--- config.mk ---
export PLATFORM = sky130hd
export DESIGN_NAME = tilemap_stream_decoder
export DESIGN_NICKNAME = d
export VERILOG_FILES = /design/src/hdl/tsd_pkg.sv /design/src/hdl/tilemap_stream_decoder.sv /design/src/hdl/tsd_ctrl.sv /design/src/hdl/tsd_datapath.sv
export SDC_FILE = /design/constraint.sdc
export NUM_CORES = 1
export LEC_CHECK = 0
export BUFFER_PORTS_ARGS = -buffer_cell sky130_fd_sc_hd__clkbuf_2
export CAP_MARGIN = 15
export CORE_ASPECT_RATIO = 1.4
export CORE_UTILIZATION = 45
export DETAILED_ROUTE_END_ITERATION = 12
export PLACE_DENSITY = 0.71
export SETUP_SLACK_MARGIN = 0.4
export SYNTH_ARGS = -nofsm -noshare
export SYNTH_HDL_FRONTEND = slang
export SYNTH_SLANG_ARGS = --single-unit
--- constraint.sdc ---
create_clock -name clk -period 11.6 [get_ports clk]
set_clock_uncertainty 0.1 [all_clocks]
set_input_delay 2.32 -clock clk [delete_from_list [all_inputs] [get_ports clk]]
set_output_delay 2.32 -clock clk [all_outputs]
set_load 0.02 [all_outputs]
--- src/hdl/tsd_pkg.sv ---
`default_nettype none

package tsd_pkg;

    localparam int TableEntries = 64;
    localparam int AddrW        = $clog2(TableEntries);
    localparam int EntryW       = 16;

    localparam logic [7:0] RAW_OPCODE   = 8'hFF;
    localparam logic [1:0] OP_LOOKUP    = 2'd0;
    localparam logic [1:0] OP_DIFF      = 2'd1;
    localparam logic [1:0] OP_RAMP      = 2'd2;
    localparam logic [1:0] OP_RUN       = 2'd3;
    localparam logic [2:0] HEADER_BYTES = 3'd4;
    localparam logic [2:0] HDR_SIZE_LO  = 3'd1;
    localparam logic [2:0] HDR_SIZE_MID = 3'd2;
    localparam logic [2:0] HDR_SIZE_HI  = 3'd3;

    typedef struct packed {
        logic [7:0] data_byte;
        logic       stream_start;
        logic       stream_end;
    } byte_item_t;

    typedef struct packed {
        logic [EntryW-1:0] tile_entry;
        logic              end_of_group;
        logic              status_item;
        logic              count_mismatch;
    } result_item_t;

    typedef enum logic [1:0] {
        S_IDLE,
        S_DECODE,
        S_REPEAT,
        S_STATUS
    } state_t;

    typedef enum logic [1:0] {
        RAW_NONE,
        RAW_LOW,
        RAW_HIGH
    } raw_phase_t;

    typedef enum logic [3:0] {
        K_HEADER,
        K_RAW_LOW,
        K_RAW_HIGH,
        K_SKIP,
        K_RAW_OPEN,
        K_INDEX,
        K_DIFF,
        K_SLIDE,
        K_RUN
    } kind_t;

    typedef struct packed {
        logic capture;
        logic decode;
        logic step;
        logic status;
    } dp_cmd_t;

    typedef struct packed {
        kind_t kind;
        logic  end_seen;
        logic  out_free;
        logic  step_last;
    } dp_stat_t;

    function automatic logic [AddrW-1:0] hash_of(input logic [EntryW-1:0] e);
        logic [AddrW-1:0] mid;
        logic [AddrW-1:0] hi;
        mid = AddrW'(e[11:10]) * AddrW'(3);
        hi  = AddrW'(e[15:12]) * AddrW'(5);
        return e[AddrW-1:0] + mid + hi;
    endfunction

endpackage

`default_nettype wire

--- src/hdl/tilemap_stream_decoder.sv ---
// channel   signals                                  carries
// byte      byte_valid, byte_stall, byte_data        one compressed stream byte and marks
// result    result_valid, result_stall, result       one tile entry or the end status
//
// each byte is captured in the idle state and decoded in the decode state, which waits for a free result
// run and slide opcodes then add one repeat state step per entry, n+1 steps
// a byte marked as stream end then passes through the status state for the status item
// the capture cycle is set by the registered read of the 64-entry hash table
// rst_n clears control state and table valid bits; a captured stream_start clears the valid bits and stream state
// a stalled valid result holds the decoder in its emitting state; byte_stall is high outside idle
`default_nettype none

module tilemap_stream_decoder #(
    parameter int COUNT_WIDTH = 23
) (
    input  wire logic                  clk,
    input  wire logic                  rst_n,
    input  wire logic                  byte_valid,
    output logic                       byte_stall,
    input  wire tsd_pkg::byte_item_t   byte_data,
    output logic                       result_valid,
    input  wire logic                  result_stall,
    output tsd_pkg::result_item_t      result
);

    tsd_pkg::dp_cmd_t  cmd;
    tsd_pkg::dp_stat_t stat;

    tsd_ctrl u_ctrl (
        .clk        (clk),
        .rst_n      (rst_n),
        .byte_valid (byte_valid),
        .byte_stall (byte_stall),
        .stat       (stat),
        .cmd        (cmd)
    );

    tsd_datapath #(
        .COUNT_WIDTH (COUNT_WIDTH)
    ) u_datapath (
        .clk          (clk),
        .rst_n        (rst_n),
        .byte_data    (byte_data),
        .cmd          (cmd),
        .stat         (stat),
        .result_stall (result_stall),
        .result_valid (result_valid),
        .result       (result)
    );

endmodule

`default_nettype wire

--- src/hdl/tsd_ctrl.sv ---
`default_nettype none

module tsd_ctrl (
    input  wire logic              clk,
    input  wire logic              rst_n,
    input  wire logic              byte_valid,
    output logic                   byte_stall,
    input  wire tsd_pkg::dp_stat_t stat,
    output tsd_pkg::dp_cmd_t       cmd
);

    tsd_pkg::state_t state_reg;
    tsd_pkg::state_t state_next;
    logic            needs_out;

    always_ff @(posedge clk or negedge rst_n)
    begin
        if (!rst_n)
        begin
            state_reg <= tsd_pkg::S_IDLE;
        end
        else
        begin
            state_reg <= state_next;
        end
    end

    assign needs_out = (stat.kind == tsd_pkg::K_RAW_HIGH) ||
                       (stat.kind == tsd_pkg::K_INDEX) ||
                       (stat.kind == tsd_pkg::K_DIFF);

    always_comb
    begin
        state_next = state_reg;
        cmd        = '0;
        byte_stall = 1'b1;
        case (state_reg)
            tsd_pkg::S_IDLE:
            begin
                byte_stall = 1'b0;
                if (byte_valid)
                begin
                    cmd.capture = 1'b1;
                    state_next  = tsd_pkg::S_DECODE;
                end
            end
            tsd_pkg::S_DECODE:
            begin
                if (!needs_out || stat.out_free)
                begin
                    cmd.decode = 1'b1;
                    if (stat.kind == tsd_pkg::K_SLIDE || stat.kind == tsd_pkg::K_RUN)
                    begin
                        state_next = tsd_pkg::S_REPEAT;
                    end
                    else if (stat.end_seen)
                    begin
                        state_next = tsd_pkg::S_STATUS;
                    end
                    else
                    begin
                        state_next = tsd_pkg::S_IDLE;
                    end
                end
            end
            tsd_pkg::S_REPEAT:
            begin
                if (stat.out_free)
                begin
                    cmd.step = 1'b1;
                    if (stat.step_last)
                    begin
                        state_next = stat.end_seen ? tsd_pkg::S_STATUS : tsd_pkg::S_IDLE;
                    end
                end
            end
            tsd_pkg::S_STATUS:
            begin
                if (stat.out_free)
                begin
                    cmd.status = 1'b1;
                    state_next = tsd_pkg::S_IDLE;
                end
            end
            default:
            begin
                state_next = tsd_pkg::S_IDLE;
            end
        endcase
    end

endmodule

`default_nettype wire

--- src/hdl/tsd_datapath.sv ---
`default_nettype none

module tsd_datapath #(
    parameter int COUNT_WIDTH = 23
) (
    input  wire logic                  clk,
    input  wire logic                  rst_n,
    input  wire tsd_pkg::byte_item_t   byte_data,
    input  wire tsd_pkg::dp_cmd_t      cmd,
    output tsd_pkg::dp_stat_t          stat,
    input  wire logic                  result_stall,
    output logic                       result_valid,
    output tsd_pkg::result_item_t      result
);

    localparam int EW = tsd_pkg::EntryW;
    localparam int AW = tsd_pkg::AddrW;

    logic [7:0]             byte_reg;
    logic                   end_reg;
    logic [EW-1:0]          last_reg, last_next;
    logic [2:0]             hdr_idx_reg, hdr_idx_next;
    logic [COUNT_WIDTH-1:0] declared_reg, declared_next;
    logic [COUNT_WIDTH-1:0] emitted_reg, emitted_next;
    tsd_pkg::raw_phase_t    raw_phase_reg, raw_phase_next;
    logic [7:0]             raw_low_reg, raw_low_next;
    logic                   overran_reg, overran_next;
    logic [5:0]             rep_cnt_reg, rep_cnt_next;
    logic                   rep_slide_reg, rep_slide_next;
    logic                   rep_down_reg, rep_down_next;
    tsd_pkg::result_item_t  out_reg, out_next;
    logic                   out_valid_reg, out_valid_next;

    logic [EW-1:0]                   tbl_mem [tsd_pkg::TableEntries];
    logic [tsd_pkg::TableEntries-1:0] tbl_valid_reg;
    logic [EW-1:0]                   rdata_reg;

    tsd_pkg::kind_t         kind;
    logic                   count_open;
    logic [COUNT_WIDTH-1:0] emitted_inc;
    logic                   out_free;
    logic [EW-1:0]          diff_val;
    logic [EW-1:0]          single_val;
    logic [EW-1:0]          step_val;
    logic [EW-1:0]          entry_val;
    logic                   emit;
    logic                   final_step;
    logic                   tbl_we;
    logic [AW-1:0]          tbl_waddr;
    logic [23:0]            size_part;

    assign count_open  = emitted_reg < declared_reg;
    assign emitted_inc = emitted_reg + 1'b1;
    assign out_free    = !out_valid_reg || !result_stall;
    assign diff_val    = (last_reg + EW'(byte_reg[3:0]) - EW'(8)) ^
                         {4'b0000, byte_reg[5:4], 10'b0};
    assign step_val    = !rep_slide_reg ? last_reg :
                         (rep_down_reg ? last_reg - 1'b1 : last_reg + 1'b1);
    assign tbl_waddr   = tsd_pkg::hash_of(entry_val);

    always_comb
    begin
        if (hdr_idx_reg < tsd_pkg::HEADER_BYTES)
        begin
            kind = tsd_pkg::K_HEADER;
        end
        else if (raw_phase_reg == tsd_pkg::RAW_LOW)
        begin
            kind = tsd_pkg::K_RAW_LOW;
        end
        else if (raw_phase_reg == tsd_pkg::RAW_HIGH)
        begin
            kind = tsd_pkg::K_RAW_HIGH;
        end
        else if (!count_open)
        begin
            kind = tsd_pkg::K_SKIP;
        end
        else if (byte_reg == tsd_pkg::RAW_OPCODE)
        begin
            kind = tsd_pkg::K_RAW_OPEN;
        end
        else
        begin
            case (byte_reg[7:6])
                tsd_pkg::OP_LOOKUP: kind = tsd_pkg::K_INDEX;
                tsd_pkg::OP_DIFF:   kind = tsd_pkg::K_DIFF;
                tsd_pkg::OP_RAMP:   kind = tsd_pkg::K_SLIDE;
                default:            kind = tsd_pkg::K_RUN;
            endcase
        end
    end

    always_comb
    begin
        case (kind)
            tsd_pkg::K_RAW_HIGH: single_val = {byte_reg, raw_low_reg};
            tsd_pkg::K_INDEX:    single_val = tbl_valid_reg[byte_reg[AW-1:0]] ? rdata_reg : '0;
            tsd_pkg::K_DIFF:     single_val = diff_val;
            default:             single_val = last_reg;
        endcase
    end

    always_comb
    begin
        case (hdr_idx_reg)
            tsd_pkg::HDR_SIZE_LO:  size_part = {17'b0, byte_reg[7:1]};
            tsd_pkg::HDR_SIZE_MID: size_part = {9'b0, byte_reg, 7'b0};
            tsd_pkg::HDR_SIZE_HI:  size_part = {1'b0, byte_reg, 15'b0};
            default:               size_part = '0;
        endcase
    end

    always_comb
    begin
        last_next      = last_reg;
        hdr_idx_next   = hdr_idx_reg;
        declared_next  = declared_reg;
        emitted_next   = emitted_reg;
        raw_phase_next = raw_phase_reg;
        raw_low_next   = raw_low_reg;
        overran_next   = overran_reg;
        rep_cnt_next   = rep_cnt_reg;
        rep_slide_next = rep_slide_reg;
        rep_down_next  = rep_down_reg;
        out_next       = out_reg;
        out_valid_next = out_valid_reg && result_stall;
        entry_val      = single_val;
        emit           = 1'b0;
        final_step     = 1'b1;
        tbl_we         = 1'b0;

        if (cmd.capture && byte_data.stream_start)
        begin
            last_next      = '0;
            hdr_idx_next   = '0;
            declared_next  = '0;
            emitted_next   = '0;
            raw_phase_next = tsd_pkg::RAW_NONE;
            overran_next   = 1'b0;
        end

        if (cmd.decode)
        begin
            case (kind)
                tsd_pkg::K_HEADER:
                begin
                    hdr_idx_next = hdr_idx_reg + 1'b1;
                    if (hdr_idx_reg == tsd_pkg::HDR_SIZE_LO)
                    begin
                        declared_next = size_part[COUNT_WIDTH-1:0];
                    end
                    else
                    begin
                        declared_next = declared_reg | size_part[COUNT_WIDTH-1:0];
                    end
                end
                tsd_pkg::K_RAW_LOW:
                begin
                    raw_low_next   = byte_reg;
                    raw_phase_next = tsd_pkg::RAW_HIGH;
                end
                tsd_pkg::K_RAW_HIGH:
                begin
                    raw_phase_next = tsd_pkg::RAW_NONE;
                    last_next      = single_val;
                    tbl_we         = 1'b1;
                    emit           = 1'b1;
                end
                tsd_pkg::K_RAW_OPEN:
                begin
                    raw_phase_next = tsd_pkg::RAW_LOW;
                end
                tsd_pkg::K_INDEX:
                begin
                    last_next = single_val;
                    emit      = 1'b1;
                end
                tsd_pkg::K_DIFF:
                begin
                    last_next = single_val;
                    tbl_we    = 1'b1;
                    emit      = 1'b1;
                end
                tsd_pkg::K_SLIDE:
                begin
                    rep_cnt_next   = {1'b0, byte_reg[4:0]};
                    rep_slide_next = 1'b1;
                    rep_down_next  = byte_reg[5];
                end
                tsd_pkg::K_RUN:
                begin
                    rep_cnt_next   = byte_reg[5:0];
                    rep_slide_next = 1'b0;
                    rep_down_next  = 1'b0;
                end
                default:
                begin
                end
            endcase
        end

        if (cmd.step)
        begin
            entry_val    = step_val;
            last_next    = step_val;
            tbl_we       = rep_slide_reg;
            emit         = 1'b1;
            final_step   = (rep_cnt_reg == '0);
            rep_cnt_next = rep_cnt_reg - 1'b1;
        end

        if (emit)
        begin
            if (count_open)
            begin
                out_next.tile_entry     = entry_val;
                out_next.end_of_group   = !end_reg &&
                                          (final_step || emitted_inc == declared_reg);
                out_next.status_item    = 1'b0;
                out_next.count_mismatch = 1'b0;
                out_valid_next          = 1'b1;
                emitted_next            = emitted_inc;
            end
            else
            begin
                overran_next = 1'b1;
            end
        end

        if (cmd.status)
        begin
            out_next.tile_entry     = '0;
            out_next.end_of_group   = 1'b1;
            out_next.status_item    = 1'b1;
            out_next.count_mismatch = (emitted_reg != declared_reg) || overran_reg;
            out_valid_next          = 1'b1;
        end
    end

    always_ff @(posedge clk or negedge rst_n)
    begin
        if (!rst_n)
        begin
            last_reg      <= '0;
            hdr_idx_reg   <= '0;
            declared_reg  <= '0;
            emitted_reg   <= '0;
            raw_phase_reg <= tsd_pkg::RAW_NONE;
            raw_low_reg   <= '0;
            overran_reg   <= 1'b0;
            rep_cnt_reg   <= '0;
            rep_slide_reg <= 1'b0;
            rep_down_reg  <= 1'b0;
            out_valid_reg <= 1'b0;
            tbl_valid_reg <= '0;
        end
        else
        begin
            last_reg      <= last_next;
            hdr_idx_reg   <= hdr_idx_next;
            declared_reg  <= declared_next;
            emitted_reg   <= emitted_next;
            raw_phase_reg <= raw_phase_next;
            raw_low_reg   <= raw_low_next;
            overran_reg   <= overran_next;
            rep_cnt_reg   <= rep_cnt_next;
            rep_slide_reg <= rep_slide_next;
            rep_down_reg  <= rep_down_next;
            out_valid_reg <= out_valid_next;
            if (cmd.capture && byte_data.stream_start)
            begin
                tbl_valid_reg <= '0;
            end
            else if (tbl_we)
            begin
                tbl_valid_reg[tbl_waddr] <= 1'b1;
            end
        end
    end

    always_ff @(posedge clk)
    begin
        out_reg <= out_next;
        if (cmd.capture)
        begin
            byte_reg  <= byte_data.data_byte;
            end_reg   <= byte_data.stream_end;
            rdata_reg <= tbl_mem[byte_data.data_byte[AW-1:0]];
        end
        if (tbl_we)
        begin
            tbl_mem[tbl_waddr] <= entry_val;
        end
    end

    assign stat.kind      = kind;
    assign stat.end_seen  = end_reg;
    assign stat.out_free  = out_free;
    assign stat.step_last = (rep_cnt_reg == '0);

    assign result_valid = out_valid_reg;
    assign result       = out_reg;

    a_count_bound: assert property (@(posedge clk) disable iff (!rst_n)
        emitted_reg <= declared_reg)
        else $error("entry count passed declared count");

    a_overrun_full: assert property (@(posedge clk) disable iff (!rst_n)
        overran_reg |-> (emitted_reg == declared_reg))
        else $error("overrun flagged before count reached");

    a_status_shape: assert property (@(posedge clk) disable iff (!rst_n)
        (out_valid_reg && out_reg.status_item) |->
        (out_reg.end_of_group && out_reg.tile_entry == '0))
        else $error("status item malformed");

    a_capture_clear: assert property (@(posedge clk) disable iff (!rst_n)
        (cmd.capture && byte_data.stream_start) |=>
        (tbl_valid_reg == '0 && emitted_reg == '0 && !overran_reg))
        else $error("stream start did not clear state");

endmodule

`default_nettype wire
==> flow_summary.yaml, run 1 <==
critical_path:
  r2r_slack_ns: 2.05
  cp_max_fo: 35
  arrival_ns: 9.79
  cp-start-kind: "flop"
  worstPathRequired_ns: 11.84
  reg2reg_depth: 23
  endpoint_kind: "flop"
  timing.critical_path.to: "u_datapath.tbl_mem[54][3]"
  crit_path_start: "u_datapath.emitted_reg[10]"
  worst_r2r_startpoint: "u_datapath.emitted_reg[10]"
  path_class: "reg -> reg"
  timing.rr.end: "u_datapath.tbl_mem[54][3]"
global_route:
  track_usage_pct: 22.13
  grt_pass1_vias: 28180
  gr-total-overflow: 0
  grt_pass1_wl_um: 188400
  grt_antenna_before_repair: 4
  grt_max_degree: 128
timing:
  finalCriticalPeriod_ns: 9.548
  setup_tns_ns: 0
  period_share_pct: 82.31
  max_slew_margin_pct: 21.01
  hold_violations: 0
  rsz0062_at_grt: "false"
  finalSetupViolCount: 0
  slew_viol_final: 0
  worst-slew-pin-transition_ns: 1.185
  max_freq_mhz: 104.7
cts:
  ctsHoldBuffers: 0
  postCtsSetupRepairBufs: 0
  htreeDepth: 3
  cts.repair.resized: 0
  cts_tree: "yes"
  insertion_delay_ns: 0.73
  clock-sinks: 1219
  clk_pin_slew_ns: 0.06
  max-clock-path-buffers: 3
  clockRootBuffer: "clkbuf_16"
  cts_buffers: 105
detailed_routing:
  detail-route-antenna-nets: 0
  drtPass1Iterations: 6
  wirelength_um: 127200
  post-route-drc-count: 0
  drt-initial-drc-count: 3109
  vias: 28280
  vias_per_cell: 6.132
  wire_per_inst_um: 27.58
yosys:
  synth-async-reset-ratio_pct: 12.39
  ys_seq_area_share_pct: 68.65
  synth.area.top_cells: "edfxtp_1 61%, mux4_2 15%, dfrtp_1 7.3%, ha_1 1.9%, nand2_1 1.2%"
  yosys_register_bits: 1219
  synth_top_area_cell: "edfxtp_1"
  synth_edf_count: 1050
  yosysWarnings: 0
  synth.distinct_cells: 74
  avgSynthCellArea_um2: 17.60
  netlist_area_mm2: 0.05196
  syn_inst: 2952
  synth_flop_cell: "edfxtp_1"
  synth.top_cell.area_share_pct: 60.68
  synth_nets: 3052
  synth.most_common_cell: "edfxtp_1"
  netlist_top_cells_count: "1050 x edfxtp_1, 349 x mux4_2, 167 x nand2_1"
die:
  die_h_um: 404.1
  rows: 147
  die_w_um: 289.2
  core_mm2: 0.1146
  pin_count: 35
  start_util_pct: 45.34
  dieArea_mm2: 0.1168
finish:
  largest_reg_flops: 1024
  fillers: 8974
  finalNetCount: 3131
  drive_above_1_share_pct: 24.97
  syn_to_final_growth_pct: 12.33
placement:
  hpwlAfterDp_um: 78700
  io_buffer_count: 34
  gp_congestion: 0.8780
run_status:
  status: "completed"
run:
  cap_violations: 0
worst_hold_path:
  hp-class: "reg -> reg"
## per-stage QoR
stage	setup WS [ns]	cell area (µm²)	utilization [%]	hold slack, ns	instances
2_1_floorplan	1.644	51960	-	0.3433	2952
3_3_place_gp	2.097	54730	47.76	0.3290	4410
3_5_place_dp	2.053	54750	47.78	0.3504	4412
4_1_cts	2.019	58350	50.92	0.3605	4608
5_1_grt	1.423	58360	50.93	0.3844	4611
6_report	2.052	58360	50.93	0.3550	4612
## layer usage
metal / GRT usage [%] / vias to the layer above / wire length, µm
li1: - / 12120 / -
met1: 29.22 / 14770 / 49790
met2: 36.21 / 1164 / 63350
met3: 3.078 / 229 / 7998
met4: 10.41 / 4 / 6057
met5: 0 / - / 26
## logic make-up after synthesis
logic type	after synthesis	synth area share [%]
muxes	366	15.47
xor gates and xnor gates	66	1.178
and+or+nand+nor	543	5.052
adders and majority gates	86	2.201
AOI/OAI and AO/OA	417	5.553
buffers and inverters	255	1.893
DFF	1219	68.65
## critical path: stages, from the launching register on
cell and delay (ns):
dfrtp_1 0.43, ha_1 0.33, a21o_1 0.16, a221o_1 0.39
a221o_1 0.43, or3_1 0.54, a2111oi_4 0.94, a22oi_1 0.22
nand2_1 0.14, a211oi_1 0.09, nor2_4 0.83, ha_1 0.29
inv_1 0.05, fa_1 0.45, fa_1 0.50, inv_1 0.06
ha_1 0.26, a21o_1 0.17, a21oi_1 0.17, xnor2_1 0.17
xnor2_4 0.82, xnor2_4 0.46, buf_4 0.39, nor2_2 0.73
## placed cells by master (no fill, tap or decap), types with 21 or more instances in the layout
master | netlist | final
a21oi_1 | 92 | 80
a22o_1 | 47 | 47
buf_4 | 2 | 117
clkbuf_1 | 127 | 23
clkbuf_16 | 0 | 107
clkbuf_2 | 0 | 30
dfrtp_1 | 151 | 151
edfxtp_1 | 1050 | 1050
ha_1 | 77 | 77
inv_1 | 74 | 73
mux4_2 | 349 | 349
nand2_1 | 167 | 165
nand3_1 | 65 | 65
nor2_1 | 100 | 92
nor2b_1 | 21 | 21
nor3_2 | 0 | 59
o211ai_1 | 23 | 23
o21ai_0 | 64 | 64
o31ai_1 | 26 | 26
xnor2_1 | 47 | 47
## worst min path at each step
stage	end	slack [ns]	start	cells past startpoint
2_1_floorplan	u_datapath.tbl_valid_reg[45]	0.34	u_datapath.tbl_valid_reg[45]	2
3_3_place_gp	u_datapath.result[1]	0.33	u_datapath.result[1]	2
3_5_place_dp	u_datapath.result[4]	0.35	u_datapath.result[4]	2
4_1_cts	u_datapath.result[4]	0.36	u_datapath.result[4]	2
5_1_grt	u_datapath.result[5]	0.38	u_datapath.result[5]	2
6_report	u_datapath.result[1]	0.36	u_datapath.result[1]	2
## layout make-up
cell class              count  area (µm²)  share of cell area (%)
flip-flops and latches   1219       35670                   61.12
inverters                  75       281.5                  0.4824
diodes                      2       5.005                0.008575
well taps                1490        1864                   3.194
repair buffers            152        1110                   1.902
clock inverters            65       822.0                   1.408
clock buffers             131        2778                   4.759
multi-input cells        1478       15830                   27.13
Power of run 1 is left out: the tool's default activity adds up to more than one toggle a clock period on the data nets, which glitch-free logic cannot reach.
==> run 2: changes to the inputs <==
--- a/config.mk
+++ b/config.mk
@@ -5,6 +5,7 @@
 export SDC_FILE = /design/constraint.sdc
 export NUM_CORES = 1
 export LEC_CHECK = 0
+export ABC_AREA = 1
 export BUFFER_PORTS_ARGS = -buffer_cell sky130_fd_sc_hd__clkbuf_2
 export CAP_MARGIN = 15
 export CORE_ASPECT_RATIO = 1.4
==> constraint.sdc (replaced) <==
create_clock -name clk -period 10 [get_ports clk]
set_clock_uncertainty 0.1 [all_clocks]
set_input_delay 2 -clock clk [delete_from_list [all_inputs] [get_ports clk]]
set_output_delay 2 -clock clk [all_outputs]
set_load 0.02 [all_outputs]
==> run 2 against run 1 <==
Against the previous run: synthesized area up 0.76%; via count up 27%; design area down 1.8%; non-clock buffer count down 65; global-route usage up 1.6 points; core utilization down 1.1 points; die area up 0.75%; critical path type unchanged; highest routed layer unchanged.
==> flow_summary.yaml, run 2 <==
yosys:
  yosys_register_bits: 1219
  synth.top_cell.area_share_pct: 60.23
  synth.area.top_cells: "edfxtp_1 60%, o21ai_0 7.3%, dfrtp_1 7.2%, nor2_1 5.4%, o22ai_1 3.3%"
  yosysWarnings: 0
  synth.most_common_cell: "edfxtp_1"
  ys_seq_area_share_pct: 68.14
  netlist_top_cells_count: "1050 x edfxtp_1, 768 x o21ai_0, 758 x nor2_1"
  synth-async-reset-ratio_pct: 12.39
  synth_edf_count: 1050
  syn_inst: 4584
  synth_top_area_cell: "edfxtp_1"
  synth.distinct_cells: 51
  synth_nets: 4684
  netlist_area_mm2: 0.05235
  synth_flop_cell: "edfxtp_1"
  avgSynthCellArea_um2: 11.42
power_and_ir_drop:
  p_per_area_mw_per_mm2: 374.9
  power_frac_clock_pct: 19.1
  p_leak_nw: 20.32
  p_switching_mw: 9.333
  pwr-share-comb_pct: 42.0
  switching_share_pct: 43.44
  power.share.sequential_pct: 38.9
  irDropWorstVdd_mv: 0.8681
  p_int_mw: 12.15
critical_path:
  timing.critical_path.to: "u_datapath.tbl_mem[14][11]"
  timing.rr.end: "u_datapath.tbl_mem[14][11]"
  path_class: "reg -> reg"
  worst_r2r_startpoint: "u_datapath.byte_reg[3]"
  worstPathRequired_ns: 10.25
  arrival_ns: 8.68
  r2r_slack_ns: 1.57
  path_buf_inv: 6
  path_common_cell: "nand2_1"
  reg2reg_depth: 30
  cp_slowest_stage_delay_ns: 0.67
  cp.depth: 30
  cp-start-kind: "flop"
  cp_max_fo: 66
  critPathSlowestCell: "clkinv_1"
  crit_path_start: "u_datapath.byte_reg[3]"
  endpoint_kind: "flop"
  cp_top_family: "buffers and inverters"
global_route:
  grt_antenna_before_repair: 2
  track_usage_pct: 23.73
  grt_pass1_vias: 34460
  grt_pass1_wl_um: 212100
  grt_max_degree: 213
  gr-total-overflow: 0
detailed_routing:
  wirelength_um: 141800
  wire_per_inst_um: 23.33
  detail-route-antenna-nets: 0
  vias: 36050
  drtPass1Iterations: 5
  vias_per_cell: 5.932
  post-route-drc-count: 0
  drt-initial-drc-count: 3963
timing:
  rsz0062_at_grt: "false"
  slew_viol_final: 0
  setup_tns_ns: 0
  hold_violations: 0
  worst-slew-pin-transition_ns: 1.083
  finalCriticalPeriod_ns: 8.427
  period_share_pct: 84.27
  max_slew_margin_pct: 27.81
  finalSetupViolCount: 0
  max_freq_mhz: 118.7
cts:
  clock-sinks: 1219
  insertion_delay_ns: 0.73
  htreeDepth: 3
  cts.repair.resized: 0
  ctsHoldBuffers: 0
  clk_pin_slew_ns: 0.07
  cts_buffers: 105
  max-clock-path-buffers: 3
  clockRootBuffer: "clkbuf_16"
  cts_tree: "yes"
  postCtsSetupRepairBufs: 0
run:
  cap_violations: 0
die:
  die_w_um: 290.3
  start_util_pct: 45.54
  core_mm2: 0.1150
  dieArea_mm2: 0.1177
  pin_count: 35
  rows: 147
  die_h_um: 405.6
finish:
  regArea_mm2: 0.03567
  layout_commonest_cell: "edfxtp_1"
  mostFrequentLayoutCells: "1050 x edfxtp_1, 763 x o21ai_0, 757 x nor2_1, 346 x nand2_1, 278 x o22ai_1"
  fillers: 9829
  finalNetCount: 4600
  drive_above_1_share_pct: 6.542
  syn_to_final_growth_pct: 9.479
  largest_reg_flops: 1024
  multiInputGateArea_mm2: 0.01459
  final_cells: 6077
placement:
  io_buffer_count: 34
  placedCellCount: 5883
  hpwlAfterDp_um: 84710
  gp_congestion: 0.9740
worst_hold_path:
  hp-class: "reg -> reg"
run_status:
  status: "completed"
[run 2: changes by cell type after synthesis, sizes merged, moves of 62 or more]
cell / change
nor3: -62
mux4: -349
nor2: +670
o22ai: +271
o21ai: +699
inv: +210
clkbuf: +125
nand2: +195
[run 2: layout make-up]
| type | instances | share of cell area, % |
|---|---|---|
| repair buffers | 87 | 1.144 |
| clock buffers | 133 | 4.805 |
| diodes | 1 | 0.004366 |
| flip-flops and latches | 1219 | 62.24 |
| clock inverters | 60 | 1.168 |
| multi-input cells | 2797 | 25.46 |
| well taps | 1490 | 3.253 |
| inverters | 290 | 1.926 |
[run 2: worst register-to-register path: cells and delay by family (launching register included)]
kind	cells	cell delay [ns]
AND/OR/NAND/NOR	11	1.33
AO/OA/AOI/OAI	6	0.91
flip-flops	1	0.55
buffers and inverters	6	2.61
adder cells (fa/ha/maj)	7	2.54
[run 2: worst min-delay path by stage]
| stage | from | endpoint | slack [ns] | cells after the start |
|---|---|---|---|---|
| global placement | u_datapath.result[1] | u_datapath.result[1] | 0.33 | 2 |
| finish | u_datapath.result[1] | u_datapath.result[1] | 0.34 | 2 |
| CTS | u_datapath.result[1] | u_datapath.result[1] | 0.35 | 2 |
| floorplan | u_datapath.rep_cnt_reg[0] | u_datapath.rep_cnt_reg[0] | 0.35 | 1 |
| detailed placement | u_datapath.result[1] | u_datapath.result[1] | 0.33 | 2 |
| global route | u_datapath.result[6] | u_datapath.result[6] | 0.38 | 2 |
[run 2: metrics by stage]
step | area [µm²] | total power, mW | hold slack (ns) | utilization, % | setup WS [ns]
global placement | 53850 | 17.14 | 0.3307 | 46.84 | 1.863
global route | 57310 | 22.39 | 0.3751 | 49.85 | 1.073
finish | 57310 | 21.49 | 0.3449 | 49.86 | 1.573
CTS | 57310 | 21.44 | 0.3475 | 49.85 | 1.724
detailed placement | 53890 | 17.38 | 0.3313 | 46.88 | 1.699
floorplan | 52350 | 14.29 | 0.3467 | - | 1.390
[run 2: logic make-up after synthesis]
group,synth area share (%)
AOI/OAI and AO/OA,14.11
xor gates and xnor gates,0.9034
adders and majority gates,2.184
buffers and inverters,4.159
DFF,68.14
and+or+nand+nor,10.51
[run 2: metal layers]
layer  global-route usage, %  vias to the layer above  wire length (µm)
met3                   3.372                      306             10300
met5                       0                        -                12
met2                   40.16                     1587             69400
met1                   29.15                    17790             54050
li1                        -                    16360                 -
met4                   13.68                        2              8028
[run 2: power groups by stage]
stage / Clock (mW) / Combinational [mW] / Sequential, mW
CTS: 4.13 / 8.97 / 8.34
global route: 4.31 / 9.68 / 8.40
floorplan: 0 / 5.79 / 8.50
global placement: 0 / 8.70 / 8.44
finish: 4.11 / 9.02 / 8.35
detailed placement: 0 / 8.94 / 8.45
Note: power is estimated with default switching activity, not from simulation.
